### src/design/spq_pkg.sv
// Shared types, sizes and codes for the sorted priority queue.
// No dependencies; spq_engine and sorted_priority_queue refer to it by scoped names.
package spq_pkg;

  localparam int CAPACITY = 16;
  localparam int ADDR_W   = (CAPACITY > 1) ? $clog2(CAPACITY) : 1;
  localparam int CNT_W    = $clog2(CAPACITY + 1);

  localparam int KIND_W   = 2;
  localparam int ID_W     = 16;
  localparam int PRI_W    = 8;
  localparam int STAT_W   = 2;
  localparam int OCC_W    = 5;
  localparam int ENTRY_W  = ID_W + PRI_W;

  localparam logic [KIND_W-1:0] KIND_ADD    = 2'd0;
  localparam logic [KIND_W-1:0] KIND_POP    = 2'd1;
  localparam logic [KIND_W-1:0] KIND_REMOVE = 2'd2;

  localparam logic [STAT_W-1:0] ST_OK        = 2'd0;
  localparam logic [STAT_W-1:0] ST_EMPTY     = 2'd1;
  localparam logic [STAT_W-1:0] ST_NOT_FOUND = 2'd2;
  localparam logic [STAT_W-1:0] ST_FULL      = 2'd3;

  typedef struct packed {
    logic [ID_W-1:0]  id;
    logic [PRI_W-1:0] pri;
  } entry_t;

  typedef struct packed {
    logic [KIND_W-1:0] kind;
    logic [ID_W-1:0]   id;
    logic [PRI_W-1:0]  pri;
  } op_t;

  typedef struct packed {
    logic [STAT_W-1:0] status;
    logic [ID_W-1:0]   id;
    logic [PRI_W-1:0]  pri;
    logic [OCC_W-1:0]  occupancy;
  } res_t;

endpackage

### src/design/spq_ram.sv
// Generic single-clock RAM: one write port, one read port, registered read.
// No dependencies.
module spq_ram #(
  parameter int WIDTH = 24,
  parameter int DEPTH = 16,
  localparam int AW = (DEPTH > 1) ? $clog2(DEPTH) : 1
) (
  input  logic             clk,
  input  logic             we,
  input  logic [AW-1:0]    waddr,
  input  logic [WIDTH-1:0] wdata,
  input  logic             re,
  input  logic [AW-1:0]    raddr,
  output logic [WIDTH-1:0] rdata
);

  logic [WIDTH-1:0] mem [DEPTH];

  always_ff @(posedge clk) begin
    if (we) begin
      mem[waddr] <= wdata;
    end
    if (re) begin
      rdata <= mem[raddr];
    end
  end

endmodule

### src/design/spq_engine.sv
// Sequencer of the queue: sorted insert, head pop and delete by ID, each done
// as read-compare-write sweeps over the entry RAM. Uses spq_pkg and spq_ram.
module spq_engine (
  input  logic            clk,
  input  logic            rst,
  input  logic            start,
  input  spq_pkg::op_t    op,
  output logic            idle,
  input  logic            res_ready,
  output logic            done,
  output spq_pkg::res_t   res
);

  localparam logic [2:0] S_IDLE    = 3'd0;
  localparam logic [2:0] S_ADD_CMP = 3'd1;
  localparam logic [2:0] S_ADD_PUT = 3'd2;
  localparam logic [2:0] S_FIND    = 3'd3;
  localparam logic [2:0] S_DEL     = 3'd4;
  localparam logic [2:0] S_FIN     = 3'd5;

  localparam int CW = spq_pkg::CNT_W;
  localparam int AW = spq_pkg::ADDR_W;

  logic [2:0]    state, state_next;
  logic [CW-1:0] count, count_next;
  logic [CW-1:0] ptr, ptr_next;
  spq_pkg::op_t  op_r, op_r_next;
  logic [spq_pkg::STAT_W-1:0] status_r, status_r_next;
  spq_pkg::entry_t hit, hit_next;

  logic                  we, re;
  logic [CW-1:0]         waddr, raddr;
  spq_pkg::entry_t       wdata, rd;
  logic [spq_pkg::ENTRY_W-1:0] rdata;

  logic [CW-1:0] ptr_inc, ptr_dec, ptr_dec2;
  logic          more;
  logic          match;
  spq_pkg::entry_t new_entry;

  spq_ram #(
    .WIDTH(spq_pkg::ENTRY_W),
    .DEPTH(spq_pkg::CAPACITY)
  ) u_ram (
    .clk  (clk),
    .we   (we),
    .waddr(waddr[AW-1:0]),
    .wdata(wdata),
    .re   (re),
    .raddr(raddr[AW-1:0]),
    .rdata(rdata)
  );

  assign rd        = spq_pkg::entry_t'(rdata);
  assign ptr_inc   = ptr + CW'(1);
  assign ptr_dec   = ptr - CW'(1);
  assign ptr_dec2  = ptr - CW'(2);
  assign more      = (ptr_inc < count);
  assign match     = (op_r.kind == spq_pkg::KIND_POP) || (rd.id == op_r.id);
  assign new_entry = '{id: op_r.id, pri: op_r.pri};

  always_comb begin
    state_next    = state;
    count_next    = count;
    ptr_next      = ptr;
    op_r_next     = op_r;
    status_r_next = status_r;
    hit_next      = hit;
    we            = 1'b0;
    waddr         = ptr;
    wdata         = new_entry;
    re            = 1'b0;
    raddr         = ptr;
    done          = 1'b0;

    case (state)
      S_IDLE: begin
        if (start) begin
          op_r_next     = op;
          status_r_next = spq_pkg::ST_OK;
          hit_next      = '0;
          case (op.kind)
            spq_pkg::KIND_ADD: begin
              if (count == CW'(spq_pkg::CAPACITY)) begin
                status_r_next = spq_pkg::ST_FULL;
                state_next    = S_FIN;
              end else if (count == '0) begin
                // empty list: place the entry at the head directly
                we         = 1'b1;
                waddr      = '0;
                wdata      = '{id: op.id, pri: op.pri};
                count_next = CW'(1);
                state_next = S_FIN;
              end else begin
                ptr_next   = count;
                re         = 1'b1;
                raddr      = count - CW'(1);
                state_next = S_ADD_CMP;
              end
            end
            spq_pkg::KIND_POP, spq_pkg::KIND_REMOVE: begin
              if (count == '0) begin
                status_r_next = spq_pkg::ST_EMPTY;
                state_next    = S_FIN;
              end else begin
                ptr_next   = '0;
                re         = 1'b1;
                raddr      = '0;
                state_next = S_FIND;
              end
            end
            default: begin
              state_next = S_FIN;
            end
          endcase
        end
      end

      // rd holds entry[ptr-1]; shift it up while it ranks below the new one
      S_ADD_CMP: begin
        if (rd.pri < op_r.pri) begin
          we    = 1'b1;
          waddr = ptr;
          wdata = rd;
          ptr_next = ptr_dec;
          if (ptr == CW'(1)) begin
            state_next = S_ADD_PUT;
          end else begin
            re    = 1'b1;
            raddr = ptr_dec2;
          end
        end else begin
          we         = 1'b1;
          waddr      = ptr;
          count_next = count + CW'(1);
          state_next = S_FIN;
        end
      end

      S_ADD_PUT: begin
        we         = 1'b1;
        waddr      = ptr;
        count_next = count + CW'(1);
        state_next = S_FIN;
      end

      // rd holds entry[ptr]; pop matches the head at once
      S_FIND: begin
        if (match) begin
          if (op_r.kind == spq_pkg::KIND_POP) begin
            hit_next = rd;
          end
          if (more) begin
            re         = 1'b1;
            raddr      = ptr_inc;
            ptr_next   = ptr_inc;
            state_next = S_DEL;
          end else begin
            count_next = count - CW'(1);
            state_next = S_FIN;
          end
        end else if (more) begin
          re       = 1'b1;
          raddr    = ptr_inc;
          ptr_next = ptr_inc;
        end else begin
          status_r_next = spq_pkg::ST_NOT_FOUND;
          state_next    = S_FIN;
        end
      end

      // rd holds entry[ptr]; move it down one slot
      S_DEL: begin
        we    = 1'b1;
        waddr = ptr_dec;
        wdata = rd;
        if (more) begin
          re       = 1'b1;
          raddr    = ptr_inc;
          ptr_next = ptr_inc;
        end else begin
          count_next = count - CW'(1);
          state_next = S_FIN;
        end
      end

      S_FIN: begin
        if (res_ready) begin
          done       = 1'b1;
          state_next = S_IDLE;
        end
      end

      default: begin
        state_next = S_IDLE;
      end
    endcase
  end

  always_ff @(posedge clk) begin
    if (rst) begin
      state <= S_IDLE;
      count <= '0;
    end else begin
      state <= state_next;
      count <= count_next;
    end
    ptr      <= ptr_next;
    op_r     <= op_r_next;
    status_r <= status_r_next;
    hit      <= hit_next;
  end

  assign idle          = (state == S_IDLE);
  assign res.status    = status_r;
  assign res.id        = hit.id;
  assign res.pri       = hit.pri;
  assign res.occupancy = spq_pkg::OCC_W'(count);

endmodule

### src/design/sorted_priority_queue.sv
// Top level of the sorted priority queue: input handshake and result register.
// Uses spq_pkg and spq_engine (which holds the entry RAM, spq_ram).
//
// Usage:
//   Input channel (in_valid/in_ready) carries one operation word: kind
//   (add, pop, remove by id), task_id and priority_req. Output channel
//   (out_valid/out_ready) returns exactly one word per operation: status,
//   out_task_id, out_priority (zero unless a pop succeeded) and occupancy.
//   Entries sit in one RAM with a registered read, kept sorted by
//   descending priority, older first among equals.
// Flow: a refused add, an ignored code, a pop or remove on an empty queue, or
//   an add to an empty queue goes straight to the result. An add walks down
//   from the tail, one entry per cycle. Pop and remove scan to the match and
//   then close the gap, one RAM read and write per cycle. in_ready returns in
//   the same cycle as out_valid rises; the single RAM port pair sets the
//   one-entry-per-cycle pace.
// Reset: rst (synchronous) empties the queue at once; RAM contents are kept.
// Stall: a finished result waits in the output register while the next word
//   is taken; the engine then holds its own result until the register frees.
module sorted_priority_queue (
  input  logic                         clk,
  input  logic                         rst,
  input  logic                         in_valid,
  output logic                         in_ready,
  input  logic [spq_pkg::KIND_W-1:0]   kind,
  input  logic [spq_pkg::ID_W-1:0]     task_id,
  input  logic [spq_pkg::PRI_W-1:0]    priority_req,
  output logic                         out_valid,
  input  logic                         out_ready,
  output logic [spq_pkg::STAT_W-1:0]   status,
  output logic [spq_pkg::ID_W-1:0]     out_task_id,
  output logic [spq_pkg::PRI_W-1:0]    out_priority,
  output logic [spq_pkg::OCC_W-1:0]    occupancy
);

  spq_pkg::op_t  op;
  spq_pkg::res_t res;
  spq_pkg::res_t res_q;
  logic          eng_idle;
  logic          eng_done;
  logic          start;
  logic          slot_free;

  // take a new word whenever the sequencer is idle
  assign in_ready  = eng_idle;
  assign start     = in_valid && in_ready;
  assign op        = '{kind: kind, id: task_id, pri: priority_req};
  // the output register can take a result when empty or being drained
  assign slot_free = !out_valid || out_ready;

  spq_engine u_engine (
    .clk      (clk),
    .rst      (rst),
    .start    (start),
    .op       (op),
    .idle     (eng_idle),
    .res_ready(slot_free),
    .done     (eng_done),
    .res      (res)
  );

  // hold the result until the receiver takes it
  always_ff @(posedge clk) begin
    if (rst) begin
      out_valid <= 1'b0;
    end else if (eng_done) begin
      out_valid <= 1'b1;
    end else if (out_ready) begin
      out_valid <= 1'b0;
    end
    if (eng_done) begin
      res_q <= res;
    end
  end

  assign status       = res_q.status;
  assign out_task_id  = res_q.id;
  assign out_priority = res_q.pri;
  assign occupancy    = res_q.occupancy;

endmodule

### config.mk
export PLATFORM = sky130hd
export DESIGN_NAME = sorted_priority_queue
export DESIGN_NICKNAME = d
export VERILOG_FILES = /design/src/design/spq_pkg.sv /design/src/design/spq_ram.sv /design/src/design/spq_engine.sv /design/src/design/sorted_priority_queue.sv
export SDC_FILE = /design/constraint.sdc
export NUM_CORES = 1
export LEC_CHECK = 0
export BUFFER_PORTS_ARGS = -buffer_cell sky130_fd_sc_hd__buf_2
export CAP_MARGIN = 20
export CELL_PAD_IN_SITES_DETAIL_PLACEMENT = 1
export CELL_PAD_IN_SITES_GLOBAL_PLACEMENT = 1
export CORE_MARGIN = 5
export CORE_UTILIZATION = 25
export CTS_CLUSTER_SIZE = 8
export DETAILED_ROUTE_END_ITERATION = 7
export GPL_ROUTABILITY_DRIVEN = 0
export PLACE_DENSITY = 0.48
export RECOVER_POWER = 25
export SYNTH_ARGS = -nofsm -noshare
export SYNTH_HDL_FRONTEND = slang
export SYNTH_SLANG_ARGS = --single-unit
### constraint.sdc
create_clock -name clk -period 7.5 [get_ports clk]
set_input_delay 0.375 -clock clk [delete_from_list [all_inputs] [get_ports clk]]
set_output_delay 0.375 -clock clk [all_outputs]
set_load 0.01 [all_outputs]
Yosys cells after proc, flatten, opt, wreduce, memory -nomap -nowiden
Memory sizes are Yosys's and may differ from the RTL's. A register that Yosys moved wholly into a read port is not among the register bits.
Index checks and enable logic that the tools add are counted.

word-level totals
  register bits = 97
  word-level logic and storage cells = 144
  output and inout port bits = 33
  input port bits = 30
  RAM bits = 384
  memories kept = 1

cells by class
  mux-type cells = 76
  eq/ne operators = 26
  reduce and logical (&&, ||, !) cells = 20
  $add $sub $neg = 5
  order comparisons = 2

memories
  memory              depth  bits a word  read ports  clocked after Yosys merged registers in  wr ports  RTL line       source
  u_engine.u_ram.mem  16     24           1           1                                        1         spq_ram.sv:17  logic [WIDTH-1:0] mem [DEPTH];

operators with widths
  operator                                                            number
  24-bit 2-to-1 mux                                                   8
  24-bit case mux with 3 select lines                                 1
  5-bit 2-to-1 mux                                                    13
  24-bit case mux with 2 select lines                                 1
  4-bit 2-to-1 mux                                                    9
  3-bit 2-to-1 mux                                                    9
  5-bit case mux with 5 select lines                                  1
  1-bit 2-to-1 mux                                                    18
  3-bit case mux with 6 select lines                                  1
  16-bit == test                                                      1
  4-bit case mux with 2 select lines                                  2
  5-bit case mux with 3 select lines                                  1
  2-bit by 1-bit != test with 1-bit output, second input constant     6
  4-bit case mux with 3 select lines                                  1
  5-bit by 1-bit adder with 5-bit output, second input constant       2
  2-bit != test, second input constant                                5
  5-bit case mux with 2 select lines                                  1
  5-bit by 1-bit subtractor with 5-bit output, second input constant  2
  3-bit != test, second input constant                                3
  8-bit less-than comparator                                          1
  2-bit 2-to-1 mux                                                    4
  2-bit case mux with 2 select lines                                  2
  4-bit AND reduction                                                 2
  7-bit AND reduction                                                 1
  other kinds (27)                                                    34

Logic depth before layout (Yosys ltp)
  depth in word-level cells = 8
  mapped depth = 15
  gate-level depth less buffers = 12

Modules after synthesis
Synthesis repeated with hierarchy kept, for this count alone.

unflattened totals
  cell total of the unflattened synthesis = 1,124
  area, all modules = 20,629.8 µm²

by module, submodules not included
  module                 area each (µm²)  cells an instance  sequential area each (µm²)  times used
  spq_ram                15,170.8         636                12,251.8                    1
  spq_engine             4,475.5          452                1,871.8                     1
  sorted_priority_queue  983.4            36                 950.9                       1

Least setup slack after synthesis
No wires, ideal clock.

  path kind = register to register
  start point = register u_engine.count[0]
  end point = memory u_engine.u_ram.mem[4][0] (enable)
  data required time = 7.095 ns
  setup slack = 4.255 ns
  stages on the path, launching flop included = 11
  arrival time = 2.841 ns
  period minus slack after synthesis = 3.245 ns
  path through = dfxtp_1 > buf_2 > inv_1 > ha_1 > nand4bb_1 > nor3_1 > clkbuf_1 > nand3b_1 > o21a_1 > nand2_1 > nor2_1

on the way
  word-level cells in the longest chain between the ends = 8

ends and longest elaborated chain
  element                                 RTL line           source
  start, declared                         spq_engine.sv:25   logic [CW-1:0] count, count_next;
  start signal, assigned                  spq_engine.sv:206  count <= count_next;
  5-bit zero test                         spq_engine.sv:87   end else if (count == '0) begin
  1-bit 2-to-1 mux                        spq_engine.sv:87
  1-bit 2-to-1 mux                        spq_engine.sv:84   if (count == CW'(spq_pkg::CAPACITY)) begin
  1-bit 2-to-1 mux                        spq_engine.sv:82   case (op.kind)
  1-bit 2-to-1 mux                        spq_engine.sv:78   if (start) begin
  1-bit case mux with 2 select lines      spq_engine.sv:76   case (state)
  1-bit 2-to-1 mux                        spq_ram.sv:20      if (we) begin
  1-bit 2-to-1 mux (not written as such)  spq_ram.sv:21      mem[waddr] <= wdata;
  end, declared                           spq_ram.sv:17

Several ways; a longest one is shown, not always the timed one.

Final worst setup path
  start point = register u_engine.count[0]
  end point = memory u_engine.u_ram.mem[5][3] (data pin)

on the way
  word-level cells in the longest chain between the ends = 6

ends and longest elaborated chain
  element                                RTL line          source
  5-bit zero test                        spq_engine.sv:87
  24-bit 2-to-1 mux                      spq_engine.sv:87
  24-bit 2-to-1 mux *                    spq_engine.sv:84
  24-bit 2-to-1 mux *                    spq_engine.sv:82
  24-bit 2-to-1 mux *                    spq_engine.sv:78
  24-bit case mux with 3 select lines *  spq_engine.sv:76
  via u_engine.u_ram.wdata[3]            spq_ram.sv:11     input logic [WIDTH-1:0] wdata,

Mark *: on every way through the listed nets, which the timed path passes. The rest lies on a longest branch.

==> flow_metrics.py <==
metrics = {
    "timing": {
        "maxSlewViolCount": 129,
        "fin_crit_sh_pct": 79.2,
        "timing.hold.ws_ns": 0.0884,
        "fin_setup_tns_ns": 0,
        "setup_violations": 0,
        "clock_skew_ns": 0.0271,
        "max_clock_freq_mhz": 168,
        "max_slew_margin_pct": -76.2,
        "worstMarginPinSlew_ns": 2.64,
        "finalHoldViolCount": 0,
        "layout_setup_ws_ns": 1.56,
        "rsz0062_at_grt": "no",
        "period_minus_slack_ns": 5.94,
    },
    "route": {
        "final_antenna_net_count": 0,
        "route.detailed.drc": 0,
        "drt_iter0_drc": 758,
        "drt_pass1_iterations": 5,
        "dr_total_vias": 11600,
        "routed_wl_microns": 59600,
        "wl_per_cell_microns": 23.1,
        "viasPerCell": 4.52,
    },
    "hold_path": {
        "hold-path-cell-count": 2,
        "hp-class": "in2reg",
        "hold_start": "rst",
        "hold_end": "u_engine.count[3]",
    },
    "clock_tree": {
        "cts_root_buffer": "clkbuf_16",
        "cts.reportedPaths.clkPinSlew_ns": 0.05,
        "clk-insertion-delay-late_ns": 0.60,
        "cts_buffers": 73,
        "htree_levels": 3,
        "cts_buffer_depth": 3,
        "cts_sinks": 505,
        "cts_resized": 0,
        "cts_tree": "done",
    },
    "global_route": {
        "grt_max_degree": 109,
        "grt_pass1_wl_microns": 85500,
        "antenna_found_initial": 3,
        "track_usage_pct": 12.5,
        "grt-ovfl-total": 0,
        "grt_pass1_vias": 12300,
    },
    "setup_path": {
        "critPathMaxFanout": 30,
        "reg2reg_to": "u_engine.u_ram.mem[5][3]",
        "r2r_slack_ns": 1.56,
        "cp-end-kind": "flop",
        "critical_path_arrival_ns": 6.15,
        "path_class": "reg2reg",
        "worst_r2r_path_depth": 11,
        "crit_path_start_kind": "flop",
        "critical_path.startpoint": "u_engine.count[0]",
        "worstPathRequired_ns": 7.71,
        "r2r-start": "u_engine.count[0]",
    },
    "die": {
        "die_w_microns": 304,
        "initial_core_util_pct": 25.3,
        "coreArea_sq_um": 85500,
        "io-pin-count": 63,
        "rows": 107,
        "die-area_sq_um": 92500,
        "die_h_microns": 304,
    },
    "flow_run": {
        "maxCapViolations": 5,
    },
    "yosys": {
        "async_flop_share_pct": 0,
        "synth-seq-cells": 505,
        "synthCells": 1300,
        "synthFlopType": "edfxtp_1",
        "syn-num-nets": 1352,
        "yosys_warnings": 0,
        "postSynthAreaPerCell_sq_um": 16.6,
        "syn-cell-area_sq_um": 21600,
        "ys_types": 69,
        "synth_edf_count": 496,
        "synth-seq-area-share_pct": 69.7,
    },
    "layout": {
        "fillCellCount": 8914,
        "diodes": 0,
        "area_growth_pct": 16.9,
        "nets": 1473,
        "drive_gt1_share_pct": 9.22,
        "stdcell_count": 2575,
    },
    "run_status": {
        "status": "finished, violations left",
        "violations": "max-capacitance violations, max-slew violations",
    },
    "placed_design": {
        "place.detailed.hpwl_microns": 33900,
        "dp_slack_ns": 2.71,
        "port_buffers": 62,
        "dp.cells": 2468,
    },
    "pwr": {
        "ir_drop_uv": 433,
        "pwr_density_cell_nw_per_um2": 522,
        "power.total_mw": 13.2,
        "leakagePower_nw": 8.89,
    },
}
logic make-up after synthesis:
group	after synthesis	share of synthesized area, %
buffers and inverters	114	3.48
XOR/XNOR	26	1.05
flip-flops	505	69.7
AO/OA/AOI/OAI	125	4.44
multiplexers	361	16.7
AND/OR/NAND/NOR	147	3.36
adder cells (fa/ha/maj)	22	1.27
worst max-delay path by stage:
| stage | end | slack (ns) | depth (start not counted) |
|---|---|---|---|
| 2_1_floorplan | u_engine.u_ram.mem[4][0] | 4.25 | 10 |
| 3_3_place_gp | u_engine.u_ram.rdata[14] | 2.96 | 13 |
| 4_1_cts | u_engine.u_ram.rdata[18] | 2.67 | 13 |
| 3_5_place_dp | u_engine.u_ram.rdata[18] | 2.71 | 13 |
| 5_1_grt | u_engine.u_ram.mem[5][3] | 1.32 | 11 |
| 6_report | u_engine.u_ram.mem[5][3] | 1.56 | 11 |
through the flow:
stage               area [sq um]  utilization (%)
floorplan                  21600                -
global placement           23200             27.2
detailed placement         23200             27.2
CTS                        25400             29.7
global route               25300             29.6
finish                     25300             29.6
cells in the mapped netlist, types with 3 or more instances:
master    number  area share, %
a21o_1         3           0.10
a21oi_1       19           0.44
a222oi_1      25            1.2
a22o_1         3           0.12
a31oi_1        7           0.20
and2_1        28           0.81
buf_1          4          0.069
buf_12        11            1.0
buf_2         15           0.35
buf_4          4           0.14
buf_6         13           0.68
clkbuf_1      15           0.26
dfxtp_1        9           0.83
edfxtp_1     496             69
ha_1          22            1.3
inv_1         48           0.83
mux2i_1      361             17
nand2_1       35           0.61
nand2b_1       5           0.14
nand3_1       11           0.25
nand4_1        3          0.087
nor2_1        41           0.71
nor3_1        10           0.23
nor4_1         4           0.12
o21a_1         5           0.17
o21ai_0       20           0.46
o21ai_1        3          0.069
o221ai_1       3           0.12
xnor2_1        7           0.28
xor2_1        19           0.77
state kept, by name, summed over array words and instances (netlist names):
name                  count
u_engine.count            5
out_task_id              16
u_engine.ptr              5
u_engine.new_entry       24
u_engine.op_r             2
out_priority              8
out_valid                 1
occupancy                 5
u_engine.state            3
u_engine.u_ram.mem      384
status                    2
u_engine.status_r         2
u_engine.u_ram.rdata     24
u_engine.res             24
metal layers:
metal | vias up | track usage, % | wire length [microns] | share of wire [%]
met5 | - | 0 | 7 | 0.012
met4 | 2 | 4.01 | 1350 | 2.3
met3 | 92 | 2.29 | 2320 | 3.9
met2 | 241 | 21.2 | 29000 | 49
met1 | 6015 | 16.3 | 26900 | 45
li1 | 5297 | - | - | -
layout by cell type (no fill, tap or decap), types with 3 or more instances in the layout:
cell / synthesis / layout
nand2_1: 35 / 33
o21ai_0: 20 / 21
inv_1: 48 / 49
mux2i_1: 361 / 361
nand2b_1: 5 / 5
xor2_1: 19 / 19
buf_12: 11 / 3
nand3_1: 11 / 11
dfxtp_1: 9 / 9
nor3_1: 10 / 10
o21a_1: 5 / 5
edfxtp_1: 496 / 496
buf_2: 15 / 3
nor4_1: 4 / 4
buf_4: 4 / 19
dlygate4sd3_1: 0 / 21
nor2_1: 41 / 27
a222oi_1: 25 / 25
xnor2_1: 7 / 7
and2_0: 0 / 20
ha_1: 22 / 22
o221ai_1: 3 / 3
a21o_1: 3 / 3
a21oi_1: 19 / 19
nand4_1: 3 / 3
clkbuf_1: 15 / 69
a31oi_1: 7 / 7
nor2_4: 0 / 14
clkbuf_16: 0 / 75
and2_1: 28 / 8
worst max-delay path, stage by stage (launching register included):
cell and delay [ns]:
dfxtp_1 0.29, clkbuf_1 0.30, inv_1 0.18, ha_1 0.17
nand4bb_1 0.27, nor3_1 0.29, clkbuf_1 1.70, o21ai_0 0.27
o21ai_0 0.20, nand2_2 0.57, a222oi_1 0.85, inv_1 0.44
timing repair:
item                                   CTS  global route
buffers inserted                         0             0
hold buffers                            21             0
endpoints found under the hold margin   21             0
layout make-up:
type / count / area, sq um / area share, %
Sequential cell: 505 / 15100 / 59.6
Multi-Input combinational cell: 681 / 5960 / 23.6
Clock buffer: 80 / 1900 / 7.49
Tap cell: 1144 / 1430 / 5.66
Timing Repair Buffer: 110 / 668 / 2.64
Inverter: 50 / 188 / 0.742
Clock inverter: 5 / 80.1 / 0.317
power breakdown:
part           switching (mW)  internal, mW
Combinational            3.51          2.04
Sequential              0.333          4.38
Clock                    1.16          1.77
Total                    5.01          8.19
(Power assumes the default switching activity.)
